**src/fcl_pkg.sv**
```systemverilog
// Shared constants and types for the framed command link.
// Used by fcl_emitter and framed_command_link_with_retransmit; no dependencies.
`timescale 1ns / 1ps

package fcl_pkg;

	// Default parameter values for the top level
	localparam int BUF_DEPTH_DEF = 32;
	localparam int ADC_BITS_DEF  = 12;

	// Timeout register
	localparam int              TIMEOUT_W     = 16;
	localparam logic [15:0]     TIMEOUT_RESET = 16'd3000;

	// Request kinds carried in tuser
	localparam logic REQ_BYTE = 1'b0;
	localparam logic REQ_TICK = 1'b1;

	// Characters of the protocol
	localparam logic [7:0] CH_START = 8'h21; // '!'
	localparam logic [7:0] CH_END   = 8'h23; // '#'
	localparam logic [7:0] CH_R     = 8'h52;
	localparam logic [7:0] CH_S     = 8'h53;
	localparam logic [7:0] CH_T     = 8'h54;
	localparam logic [7:0] CH_O     = 8'h4F;
	localparam logic [7:0] CH_K     = 8'h4B;
	localparam logic [7:0] CH_A     = 8'h41;
	localparam logic [7:0] CH_D     = 8'h44;
	localparam logic [7:0] CH_C     = 8'h43;
	localparam logic [7:0] CH_EQ    = 8'h3D;
	localparam logic [7:0] CH_CR    = 8'h0D;
	localparam logic [7:0] CH_LF    = 8'h0A;
	localparam logic [7:0] CH_ZERO  = 8'h30;

	// Decimal conversion: at most six digits are produced
	localparam int MAX_DIGITS = 6;
	localparam int DIG_CNT_W  = 3;

	// Division by ten as a multiply by a reciprocal; exact for values below 2^16
	localparam logic [15:0] DIV10_MUL   = 16'd52429;
	localparam int          DIV10_SHIFT = 19;

	// Message kinds handed from the parser to the emitter
	typedef enum logic [1:0] {
		MSG_CRLF,
		MSG_CRLF_FRAME,
		MSG_FRAME
	} msg_t;

endpackage

```
**src/framed_command_link_with_retransmit.sv**
```systemverilog
// Top level of the framed command link: command deframer, link state and timeout.
// Depends on fcl_pkg and fcl_emitter.
`timescale 1ns / 1ps

// Accepts one request per cycle (a received byte or a timer tick) whenever the
// message register is free. A request that produces characters leaves a message in
// that register; the emitter takes it when it is idle and then sends one character per
// cycle while m_tready is high: 2 characters for an OK reply, up to 14 for an RST
// reply, up to 12 for a resend. So requests that send nothing flow at one per cycle,
// and the character output sets the rate otherwise.
// The frame's decimal digits are worked out one per cycle during the "!ADC=" prefix.
// The timeout register may be written at any time the link is quiet.
module framed_command_link_with_retransmit import fcl_pkg::*; #(
	parameter int BUF_DEPTH = BUF_DEPTH_DEF,
	parameter int ADC_BITS  = ADC_BITS_DEF
) (
	input  logic                                  clk,
	input  logic                                  arst_n,
	input  logic                                  s_tvalid,
	output logic                                  s_tready,
	// rx_byte [7:0], adc_sample [8 +: ADC_BITS], zero padding above
	input  logic [((8 + ADC_BITS + 7) / 8) * 8 - 1:0] s_tdata,
	// req_type
	input  logic                                  s_tuser,
	output logic                                  m_tvalid,
	input  logic                                  m_tready,
	// tx_byte [7:0]
	output logic [7:0]                            m_tdata,
	output logic                                  m_tlast,
	input  logic                                  cfg_valid,
	output logic                                  cfg_ready,
	input  logic [TIMEOUT_W-1:0]                  cfg_data
);

	localparam int POS_W = $clog2(BUF_DEPTH);

	// Registered state
	logic                  pmode_q;
	logic [POS_W-1:0]      pos_q;
	logic [7:0]            head_q [3];
	logic                  link_q;
	logic [ADC_BITS-1:0]   latched_q;
	logic [TIMEOUT_W-1:0]  cnt_q;
	logic [TIMEOUT_W-1:0]  timeout_q;

	// Message register between parser and emitter
	logic                  msg_valid_s1;
	msg_t                  msg_kind_s1;
	logic [ADC_BITS-1:0]   msg_sample_s1;

	// Next-state logic
	logic                  acc;
	logic [7:0]            rx_b;
	logic [ADC_BITS-1:0]   sample_in;
	logic                  pmode_n;
	logic [POS_W-1:0]      pos_n;
	logic [7:0]            head_n [3];
	logic                  head_we;
	logic [7:0]            head_wd;
	logic                  cmd_end;
	logic                  is_rst;
	logic                  is_ok;
	logic                  link_n;
	logic [ADC_BITS-1:0]   latched_n;
	logic [TIMEOUT_W-1:0]  cnt_n;
	logic [TIMEOUT_W-1:0]  cnt_dec;
	logic                  emit;
	msg_t                  emit_kind;
	logic [ADC_BITS-1:0]   emit_sample;
	logic                  em_idle;
	logic                  take;

	assign acc       = s_tvalid && s_tready;
	assign rx_b      = s_tdata[7:0];
	assign sample_in = s_tdata[8 +: ADC_BITS];
	assign take      = msg_valid_s1 && em_idle;
	assign s_tready  = !msg_valid_s1 || take;
	assign cfg_ready = 1'b1;
	assign cnt_dec   = cnt_q - TIMEOUT_W'(1);

	// Deframer: hunt for the start mark, store the head, stop at the terminator
	always_comb begin
		pmode_n = pmode_q;
		pos_n   = pos_q;
		cmd_end = 1'b0;
		head_we = 1'b0;
		head_wd = (rx_b == CH_END) ? 8'd0 : rx_b;
		if (!pmode_q) begin
			if (rx_b == CH_START) begin
				pmode_n = 1'b1;
				pos_n   = '0;
			end
		end else if (rx_b == CH_END) begin
			pmode_n = 1'b0;
			head_we = 1'b1;
			cmd_end = 1'b1;
		end else if (rx_b == CH_START) begin
			pos_n = '0;
		end else begin
			head_we = 1'b1;
			pos_n   = (pos_q == POS_W'(BUF_DEPTH - 1)) ? '0 : pos_q + POS_W'(1);
		end
		for (int i = 0; i < 3; i++) begin
			head_n[i] = (head_we && pos_q == POS_W'(i)) ? head_wd : head_q[i];
		end
		is_rst = (head_n[0] == CH_R) && (head_n[1] == CH_S) && (head_n[2] == CH_T);
		is_ok  = (head_n[0] == CH_O) && (head_n[1] == CH_K);
	end

	// Link protocol and timeout
	always_comb begin
		link_n      = link_q;
		latched_n   = latched_q;
		cnt_n       = cnt_q;
		emit        = 1'b0;
		emit_kind   = MSG_CRLF;
		emit_sample = latched_q;
		if (s_tuser == REQ_BYTE) begin
			if (cmd_end) begin
				if (!link_q && is_rst) begin
					emit        = 1'b1;
					emit_kind   = MSG_CRLF_FRAME;
					emit_sample = sample_in;
					latched_n   = sample_in;
					link_n      = 1'b1;
					cnt_n       = timeout_q;
				end else if (link_q && is_ok) begin
					emit   = 1'b1;
					link_n = 1'b0;
					cnt_n  = '0;
				end
			end
		end else if (cnt_q != '0) begin
			cnt_n = cnt_dec;
			if (cnt_dec == '0 && link_q) begin
				emit      = 1'b1;
				emit_kind = MSG_FRAME;
				cnt_n     = timeout_q;
			end
		end
	end

	// State update on each accepted request
	always_ff @(posedge clk or negedge arst_n) begin
		if (!arst_n) begin
			pmode_q   <= 1'b0;
			pos_q     <= '0;
			for (int i = 0; i < 3; i++) begin
				head_q[i] <= 8'd0;
			end
			link_q    <= 1'b0;
			latched_q <= '0;
			cnt_q     <= '0;
		end else if (acc) begin
			if (s_tuser == REQ_BYTE) begin
				pmode_q <= pmode_n;
				pos_q   <= pos_n;
				for (int i = 0; i < 3; i++) begin
					head_q[i] <= head_n[i];
				end
			end
			link_q    <= link_n;
			latched_q <= latched_n;
			cnt_q     <= cnt_n;
		end
	end

	// Message register
	always_ff @(posedge clk or negedge arst_n) begin
		if (!arst_n) begin
			msg_valid_s1  <= 1'b0;
			msg_kind_s1   <= MSG_CRLF;
			msg_sample_s1 <= '0;
		end else if (acc && emit) begin
			msg_valid_s1  <= 1'b1;
			msg_kind_s1   <= emit_kind;
			msg_sample_s1 <= emit_sample;
		end else if (take) begin
			msg_valid_s1 <= 1'b0;
		end
	end

	// Timeout register
	always_ff @(posedge clk or negedge arst_n) begin
		if (!arst_n) begin
			timeout_q <= TIMEOUT_RESET;
		end else if (cfg_valid && cfg_ready) begin
			timeout_q <= cfg_data;
		end
	end

	fcl_emitter #(
		.ADC_BITS (ADC_BITS)
	) u_emitter (
		.clk         (clk),
		.arst_n      (arst_n),
		.load        (take),
		.load_kind   (msg_kind_s1),
		.load_sample (msg_sample_s1),
		.idle        (em_idle),
		.m_tvalid    (m_tvalid),
		.m_tready    (m_tready),
		.m_tdata     (m_tdata),
		.m_tlast     (m_tlast)
	);

`ifndef SYNTH
	// A full message register holds off new requests until the emitter takes it.
	a_hold_off: assert property (@(posedge clk) disable iff (!arst_n)
		(msg_valid_s1 && !em_idle) |-> !s_tready)
		else $error("request accepted with message register full");

	// A stopped counter stays stopped when the link is idle and no RST arrives.
	a_idle_stopped: assert property (@(posedge clk) disable iff (!arst_n)
		(!link_q && cnt_q == '0 && !(acc && emit)) |=> (cnt_q == '0))
		else $error("timeout started without a command");

	// A new message is only produced while the register is free or being emptied.
	a_no_overwrite: assert property (@(posedge clk) disable iff (!arst_n)
		(acc && emit) |-> (!msg_valid_s1 || take))
		else $error("message register overwritten");
`endif

endmodule

```
**src/fcl_emitter.sv**
```systemverilog
// Character emitter for the framed command link: serialises one message at a time
// and converts the latched sample to decimal on the fly. Depends on fcl_pkg.
`timescale 1ns / 1ps

module fcl_emitter import fcl_pkg::*; #(
	parameter int ADC_BITS = ADC_BITS_DEF
) (
	input  logic                clk,
	input  logic                arst_n,
	input  logic                load,
	input  msg_t                load_kind,
	input  logic [ADC_BITS-1:0] load_sample,
	output logic                idle,
	output logic                m_tvalid,
	input  logic                m_tready,
	output logic [7:0]          m_tdata,
	output logic                m_tlast
);

	localparam int PROD_W = ADC_BITS + DIV10_SHIFT;

	typedef enum logic [2:0] {
		PH_IDLE,
		PH_CR1,
		PH_LF1,
		PH_PRE,
		PH_DIG,
		PH_HASH,
		PH_CR2,
		PH_LF2
	} phase_t;

	phase_t                phase_q;
	logic                  frame_q;
	logic [2:0]            idx_q;
	logic [ADC_BITS-1:0]   conv_val_q;
	logic                  conv_done_q;
	logic [DIG_CNT_W-1:0]  cnt_q;
	logic [3:0]            dig_q [MAX_DIGITS];

	logic [PROD_W-1:0]     prod;
	logic [ADC_BITS-1:0]   quot;
	logic [ADC_BITS-1:0]   rem_full;
	logic [7:0]            ch;
	logic                  ch_last;
	logic                  ch_ok;
	phase_t                phase_n;
	logic                  out_free;
	logic                  advance;

	// Fixed prefix of the frame, "!ADC="
	function automatic logic [7:0] prefix_char(input logic [2:0] i);
		logic [7:0] c;
		case (i)
			3'd0:    c = CH_START;
			3'd1:    c = CH_A;
			3'd2:    c = CH_D;
			3'd3:    c = CH_C;
			default: c = CH_EQ;
		endcase
		return c;
	endfunction

	// One decimal digit per cycle, least significant first
	always_comb begin
		prod     = PROD_W'(conv_val_q) * PROD_W'(DIV10_MUL);
		quot     = prod[DIV10_SHIFT +: ADC_BITS];
		rem_full = conv_val_q - (quot << 3) - (quot << 1);
	end

	assign idle     = (phase_q == PH_IDLE);
	assign out_free = !m_tvalid || m_tready;
	assign advance  = out_free && ch_ok;

	// Next character and phase of the message being sent
	always_comb begin
		ch      = CH_CR;
		ch_last = 1'b0;
		ch_ok   = 1'b1;
		phase_n = phase_q;
		case (phase_q)
			PH_IDLE: begin
				ch_ok = 1'b0;
			end
			PH_CR1: begin
				ch      = CH_CR;
				phase_n = PH_LF1;
			end
			PH_LF1: begin
				ch      = CH_LF;
				ch_last = !frame_q;
				phase_n = frame_q ? PH_PRE : PH_IDLE;
			end
			PH_PRE: begin
				ch      = prefix_char(idx_q);
				phase_n = (idx_q == 3'd4) ? PH_DIG : PH_PRE;
			end
			PH_DIG: begin
				ch      = CH_ZERO + {4'b0, dig_q[0]};
				ch_ok   = conv_done_q;
				phase_n = (cnt_q == DIG_CNT_W'(1)) ? PH_HASH : PH_DIG;
			end
			PH_HASH: begin
				ch      = CH_END;
				phase_n = PH_CR2;
			end
			PH_CR2: begin
				ch      = CH_CR;
				phase_n = PH_LF2;
			end
			PH_LF2: begin
				ch      = CH_LF;
				ch_last = 1'b1;
				phase_n = PH_IDLE;
			end
			default: begin
				ch_ok   = 1'b0;
				phase_n = PH_IDLE;
			end
		endcase
	end

	// Sequencer, digit stack and output register
	always_ff @(posedge clk or negedge arst_n) begin
		if (!arst_n) begin
			phase_q     <= PH_IDLE;
			frame_q     <= 1'b0;
			idx_q       <= 3'd0;
			conv_val_q  <= '0;
			conv_done_q <= 1'b1;
			cnt_q       <= '0;
			for (int i = 0; i < MAX_DIGITS; i++) begin
				dig_q[i] <= 4'd0;
			end
			m_tvalid    <= 1'b0;
			m_tdata     <= 8'd0;
			m_tlast     <= 1'b0;
		end else begin
			// Output register: a new character, or empty once taken
			if (!load && advance) begin
				m_tvalid <= 1'b1;
				m_tdata  <= ch;
				m_tlast  <= ch_last;
			end else if (m_tvalid && m_tready) begin
				m_tvalid <= 1'b0;
			end
			if (load) begin
				phase_q     <= (load_kind == MSG_FRAME) ? PH_PRE : PH_CR1;
				frame_q     <= (load_kind != MSG_CRLF);
				idx_q       <= 3'd0;
				conv_val_q  <= load_sample;
				conv_done_q <= (load_kind == MSG_CRLF);
				cnt_q       <= '0;
			end else begin
				if (advance) begin
					phase_q  <= phase_n;
					if (phase_q == PH_PRE) begin
						idx_q <= idx_q + 3'd1;
					end
					// Pop the most significant digit
					if (phase_q == PH_DIG) begin
						for (int i = 0; i < MAX_DIGITS - 1; i++) begin
							dig_q[i] <= dig_q[i+1];
						end
						dig_q[MAX_DIGITS-1] <= 4'd0;
						cnt_q <= cnt_q - DIG_CNT_W'(1);
					end
				end
				// Push the next digit while conversion runs
				if (!conv_done_q) begin
					dig_q[0] <= rem_full[3:0];
					for (int i = 1; i < MAX_DIGITS; i++) begin
						dig_q[i] <= dig_q[i-1];
					end
					cnt_q       <= cnt_q + DIG_CNT_W'(1);
					conv_val_q  <= quot;
					conv_done_q <= (quot == '0) || (cnt_q == DIG_CNT_W'(MAX_DIGITS - 1));
				end
			end
		end
	end

`ifndef SYNTH
	// The digit stack never overflows.
	a_cnt_bound: assert property (@(posedge clk) disable iff (!arst_n)
		cnt_q <= DIG_CNT_W'(MAX_DIGITS))
		else $error("digit count beyond stack depth");

	// A finished conversion always leaves at least one digit to send.
	a_digits_present: assert property (@(posedge clk) disable iff (!arst_n)
		(phase_q == PH_DIG && conv_done_q) |-> (cnt_q != '0))
		else $error("digit phase with empty stack");

	// A loaded message always starts a sequence.
	a_load_starts: assert property (@(posedge clk) disable iff (!arst_n)
		(load && idle) |=> (phase_q != PH_IDLE))
		else $error("load did not start a message");

	// The sequencer is only loaded when idle.
	a_load_idle: assert property (@(posedge clk) disable iff (!arst_n)
		load |-> idle)
		else $error("load while a message is in progress");
`endif

endmodule

```
**config.mk**
```make
export PLATFORM = sky130hd
export DESIGN_NAME = framed_command_link_with_retransmit
export DESIGN_NICKNAME = d
export VERILOG_FILES = /design/src/fcl_pkg.sv /design/src/framed_command_link_with_retransmit.sv /design/src/fcl_emitter.sv
export SDC_FILE = /design/constraint.sdc
export NUM_CORES = 1
export LEC_CHECK = 0
export BUFFER_PORTS_ARGS = -buffer_cell sky130_fd_sc_hd__buf_2
export CAP_MARGIN = 40
export CORE_UTILIZATION = 55
export DETAILED_ROUTE_END_ITERATION = 6
export PLACE_DENSITY = 0.75
export SYNTH_ARGS = -nofsm -noshare
export SYNTH_HDL_FRONTEND = slang
export SYNTH_HIERARCHICAL = 1
export SYNTH_SLANG_ARGS = --single-unit
```
**constraint.sdc**
```tcl
create_clock -name clk -period 11.9 [get_ports clk]
set_clock_uncertainty 0.1 [all_clocks]
set_input_delay 1.19 -clock clk [delete_from_list [all_inputs] [get_ports clk]]
set_output_delay 1.19 -clock clk [all_outputs]
set_load 0.02 [all_outputs]
```
### Word level (Yosys, flattened, before mapping)

Index checks and enable logic that the tools add are counted.

* register bits after elaboration: 147
* bits of input ports: 46
* output and inout bits: 12
* word-level logic and storage cells: 186

* $add $sub $neg: 8
* $mul: 1
* eq/ne operators: 31
* multiplexer cells: 68
* bitwise operators: 2
* reductions and logical operators: 49

Operator list (count)
* $mux W16: 6
* $mux W24: 3
* $mux W12: 5
* $eq A8 B7 Y1 const B: 5
* $mux W8: 4
* $pmux W8 S4: 1
* $mux W3: 10
* $mul A12 B16 Y28 const B: 1
* $pmux W7 S4: 1
* $mux W1: 25
* $mux W5: 5
* $pmux W3 S7: 1
* $eq A3 B3 Y1 const B: 6
* $eq A8 B6 Y1 const B: 2
* $logic_not A16 Y1: 1
* $reduce_bool A16 Y1: 1
* $reduce_bool A2 Y1: 8
* $sub A16 B1 Y16 const B: 1
* $logic_and A1 B1 Y1: 15
* $eq A3 B2 Y1 const B: 4
* $logic_not A12 Y1: 1
* $reduce_and A4 Y1: 3
* $mux W2: 5
* $eq A3 B1 Y1 const B: 3
* 24 further kinds: 42

### Logic depth before layout (Yosys ltp)

* depth in word-level cells: 15
* gate-level depth with buffers: 23

### By module

Netlist, hierarchy kept.

Modules (own cells, without submodules)
* fcl_emitter: instances 1, cells an instance 616, area each 5659.2 um^2, seq. area each 1402.6 um^2
* framed_command_link_with_retransmit: instances 1, cells an instance 521, area each 5340.1 um^2, seq. area each 2260.9 um^2

### Worst setup path after synthesis

Ideal clock, no wire load.

* path type: register to register
* from: register u_emitter.conv_val_q[10]
* to: register u_emitter/dig_q[23] (netlist name)
* arrival: 5.145 ns
* required time: 11.674 ns
* path slack: 6.529 ns
* cell stages (with the launch flop): 21
* path buffers: 0
* path through: dfrtp_1 inv_1 ha_1 fa_1 fa_1 inv_1 fa_1 inv_1 fa_1 inv_1 ha_1 a21oi_1 o221ai_1 a21oi_2 o21ai_2 xnor2_1 inv_1 ha_1 a21oi_1 xnor3_1 a221o_1

* longest elaborated chain between the ends: 4

RTL lines
* from (decl): RTL line fcl_emitter.sv:36 `logic [ADC_BITS-1:0] conv_val_q;`
* from (signal assigned): RTL line fcl_emitter.sv:151 `conv_val_q <= load_sample;`
* from (signal assigned): RTL line fcl_emitter.sv:176 `conv_val_q <= quot;`
* $mul A12 B16 Y28 *: RTL line fcl_emitter.sv:66 `prod = PROD_W'(conv_val_q) * PROD_W'(DIV10_MUL);`
* $sub A4 B4 Y4: RTL line fcl_emitter.sv:68 `rem_full = conv_val_q - (quot << 3) - (quot << 1);`
* $sub A4 B4 Y4 *: RTL line fcl_emitter.sv:68
* $mux W24 *: RTL line fcl_emitter.sv:170 `if (!conv_done_q) begin`
* to (signal, indexed assignment): RTL line fcl_emitter.sv:163 `dig_q[i] <= dig_q[i+1];`
* to (signal, indexed assignment): RTL line fcl_emitter.sv:173 `dig_q[i] <= dig_q[i-1];`
* to (decl): RTL line fcl_emitter.sv:39 `logic [3:0] dig_q [MAX_DIGITS];`

Mark *: on every way between the ends. The rest lies on a longest branch, timed or not.
A chain may end at the register's enable or synchronous reset.

### Final worst setup path

* from: register u_emitter.conv_val_q[4]
* to: register u_emitter/dig_q[23] (netlist name)

The elaborated chain is that of the path after synthesis.

==> results.yml <==
place:
  port_buffers: 51
  globalplace.congestion: 0.931
  hpwlAfterDp_mm: 17.9
  placedInstanceArea_sq_um: 11500
setup_path:
  crit_start: "u_emitter/conv_val_q[4]$_DFFE_PN0P_"
  path_buf_inv: 5
  end_kind: "flop"
  r2r-end: "u_emitter/dig_q[23]$_DFFE_PN0P_"
  critPathKind: "reg2reg"
  crit_path_max_incr_delay_ps: 570
  crit_fanout: 5
  cp.depth: 20
  reg2reg_slack_ps: 5910
  critPathRequiredTime_ps: 12110
  cp-start-kind: "flop"
  reg2reg_from: "u_emitter/conv_val_q[4]$_DFFE_PN0P_"
  critPathArrivalTime_ps: 6190
  crit_path_frequent_cell: "inv_1"
  crit_family: "adder cells"
  r2r_cells: 20
  endpoint: "u_emitter/dig_q[23]$_DFFE_PN0P_"
  path_cells: "inv_1 -> ha_1 -> inv_1 -> fa_1 -> inv_1 -> fa_1 -> fa_1 -> fa_1 -> inv_1 -> ha_1 -> a21oi_1 -> o221ai_1 -> a21oi_2 -> o21ai_2 -> xnor2_1 -> inv_1 -> ha_1 -> a21oi_1 -> xnor3_1 -> a221o_1"
  crit_slowest_cell: "fa_1"
synth:
  synth_compound_area_frac: 0.156
  ys_types: 89
  synth_xor_area_frac: 0.0233
  syn_inst: 1137
  ys_ff_latch: 146
  netlist_area_sq_um: 11000
  ys_warn_count: 6
  ys.flop_type: "dfrtp_1"
  synthMuxAreaShare: 0.0797
  yosysTopAreaCell: "dfrtp_1"
  synthSimpleGateAreaFrac: 0.158
  synthTopCellsByCount: "dfrtp_1 (138), inv_1 (120), ha_1 (96), nor2_1 (80), nand2_1 (62)"
  syn_area_per_cell_sq_um: 9.67
  yosysMostFrequentCell: "dfrtp_1"
  synth_edf_count: 0
  seq_area_frac_synth: 0.333
  synth_fp_nets: 1321
  synthTopCellsByArea: "dfrtp_1 (31%), ha_1 (11%), fa_1 (7.6%), mux2_2 (4.6%), inv_1 (4.1%)"
  synthAdderAreaFrac: 0.186
  async_flop_share: 1.00
  synth_top_family_by_area: "adder cells"
  yosysTopAreaCellShare: 0.314
detailed_routing:
  vias: 8431
  routed_via_density: 5.83
  drc: 0
  wirelength_mm: 24.2
  ant_nets: 0
  dr.pass1.iters: 5
  first_iter_violations: 432
  wire_per_inst_um: 16.7
sta:
  drv_slew: 0
  rsz0062_at_grt: "false"
  finalCriticalPeriod_ps: 5990
  max_slew_margin: 0.432
  finalHoldViolCount: 0
  setup-tns-final_ps: 0
  worst_slew_pin_slew_ps: 845
  fmax_mhz: 167
  finalSetupViolCount: 0
  min_period_over_period: 0.503
finish:
  multiInputGateArea_sq_um: 6650
  areaGrowthSynthToFinish_pct: 9.97
  n_fill_cell: 1634
  layout-drive-gt1-share: 0.167
  nNetsFinal: 1350
  final-seq-area_sq_um: 3660
  fin_util: 0.619
  fin_area_sq_um: 12100
power:
  p_leak_nw: 5.92
  clkPwrFrac: 0.345
  power_density_nw_per_um2: 134
  p_comb_frac: 0.229
  ir_drop_mv: 0.110
  p_int_mw: 1.10
  power_mw: 1.62
  netSwitchingFraction: 0.322
  p_sw_mw: 0.523
  p_seq_frac: 0.426
grt:
  grt_first_pass_wirelength_mm: 41.3
  antenna_found_initial: 3
  grt_pass1_vias: 8560
  grt_start_max_net_pins: 90
  grt-ovfl-total: 0
  grt_usage: 0.255
clock_tree:
  cts.clk_slew.worst_paths_ps: 60
  cts_resized: 0
  cts_tree: "done"
  cts_setup_buffers: 0
  cts_made_buffers: 17
  cts.sinks: 146
  root_buffer: "clkbuf_16"
  cts-hold-fix-buffers: 0
  cts_buffer_depth: 2
  clk_latency_ps: 430
  h-tree-depth: 4
floorplan:
  dieArea_sq_um: 20600
  rows: 51
  die_w_um: 143
  start_util: 0.563
  io-pin-count: 58
  die_h_um: 143
  core_area_sq_um: 19500
hold_path:
  hold_class: "reg2reg"
run:
  drv_cap: 0
run_status:
  status: "finished, final reports clean"
[registers in the layout (all words and copies together), names as in the netlist, 2 cells and up]
register / flops
pos_q: 5
msg_kind_s1: 2
u_emitter/conv_val_q: 12
msg_sample_s1: 12
head_q: 24
latched_q: 12
timeout_q: 16
cnt_q: 16
u_emitter/idx_q: 3
u_emitter/cnt_q: 3
u_emitter/m_tdata: 7
u_emitter/phase_q: 3
u_emitter/dig_q: 24
[cells in the final DEF, fill, tap and decap left out, types with 8 or more instances in the layout]
master,synthesis,routed
nand4_1,18,18
xor2_1,11,11
dfrtp_1,138,138
a31oi_1,29,29
xnor2_1,12,12
o21ai_0,61,60
mux2_2,45,45
clkbuf_16,0,17
nor2_1,80,80
nor3_1,14,14
nor2b_1,9,9
nand2_1,62,62
mux2i_1,25,25
dfstp_2,8,8
or3_1,8,8
buf_2,14,53
and3_1,21,21
fa_1,42,42
ha_1,96,96
inv_1,120,120
nor4_1,9,8
a21o_1,8,8
nand3_1,28,28
buf_4,3,9
mux2_4,8,8
o21ai_1,13,13
a21oi_1,52,51
a211oi_1,30,30
[power by group through the flow]
stage / registers (mW) / clock network [mW] / logic, mW
after floorplan: 0.673 / 0 / 0.289
after global placement: 0.694 / 0 / 0.357
after detailed placement: 0.697 / 0 / 0.371
after CTS: 0.689 / 0.568 / 0.373
after global routing: 0.707 / 0.587 / 0.420
final: 0.691 / 0.560 / 0.372
[worst min-delay path by stage]
stage	endpoint	slack, ps	cells after the start	from
detailed placement	u_emitter/m_tdata[1]$_DFFE_PN0P_	360	1	u_emitter/m_tdata[1]$_DFFE_PN0P_
global route	u_emitter/m_tdata[5]$_DFFE_PN0P_	400	1	u_emitter/m_tdata[5]$_DFFE_PN0P_
floorplan	u_emitter/phase_q[1]$_DFFE_PN0P_	340	1	msg_kind_s1[0]$_DFFE_PN0P_
CTS	u_emitter/phase_q[1]$_DFFE_PN0P_	370	1	msg_kind_s1[0]$_DFFE_PN0P_
global placement	u_emitter/phase_q[1]$_DFFE_PN0P_	360	1	msg_kind_s1[0]$_DFFE_PN0P_
finish	u_emitter/phase_q[1]$_DFFE_PN0P_	370	1	msg_kind_s1[0]$_DFFE_PN0P_
[final cells by class]
cell class / instances / share of cell area
Multi-Input combinational cell: 815 / 0.550
Sequential cell: 146 / 0.303
Inverter: 120 / 0.0372
Clock buffer: 19 / 0.0366
Timing Repair Buffer: 66 / 0.0312
Tap cell: 265 / 0.0274
Clock inverter: 13 / 0.0142
Antenna cell: 2 / 0.000414
[per-layer routing]
metal | GRT usage | part of all wire
met1 | 0.325 | 0.44
met2 | 0.428 | 0.49
met3 | 0.0443 | 0.045
met4 | 0.103 | 0.027
met5 | 0 | 0.00037
[worst register-to-register path, cell delays in order (launching register included)]
cell,delay [ps]
dfrtp_1,470
inv_1,70
ha_1,280
inv_1,70
fa_1,520
inv_1,90
fa_1,570
fa_1,480
fa_1,550
inv_1,40
ha_1,330
a21oi_1,180
o221ai_1,160
a21oi_2,330
o21ai_2,130
xnor2_1,300
inv_1,80
ha_1,310
a21oi_1,180
xnor3_1,330
a221o_1,290
[per-stage QoR]
| stage | cells | worst slack, ps | hold slack, ps |
|---|---|---|---|
| floorplan | 1137 | 6530 | 340 |
| global placement | 1406 | 6100 | 358 |
| detailed placement | 1412 | 5950 | 360 |
| CTS | 1444 | 5930 | 374 |
| global route | 1444 | 5450 | 403 |
| finish | 1446 | 5910 | 371 |
[cells by family (layout without fill, tap and decap cells)]
group | Yosys count | count (layout)
AOI/OAI and AO/OA | 261 | 261
xor gates and xnor gates | 26 | 26
adders and majority gates | 138 | 138
buffers and inverters | 176 | 218
DFF | 146 | 146
muxes | 78 | 78
other | 2 | 4
and+or+nand+nor | 310 | 310
No activity file was read; power rests on OpenSTA's default activity.
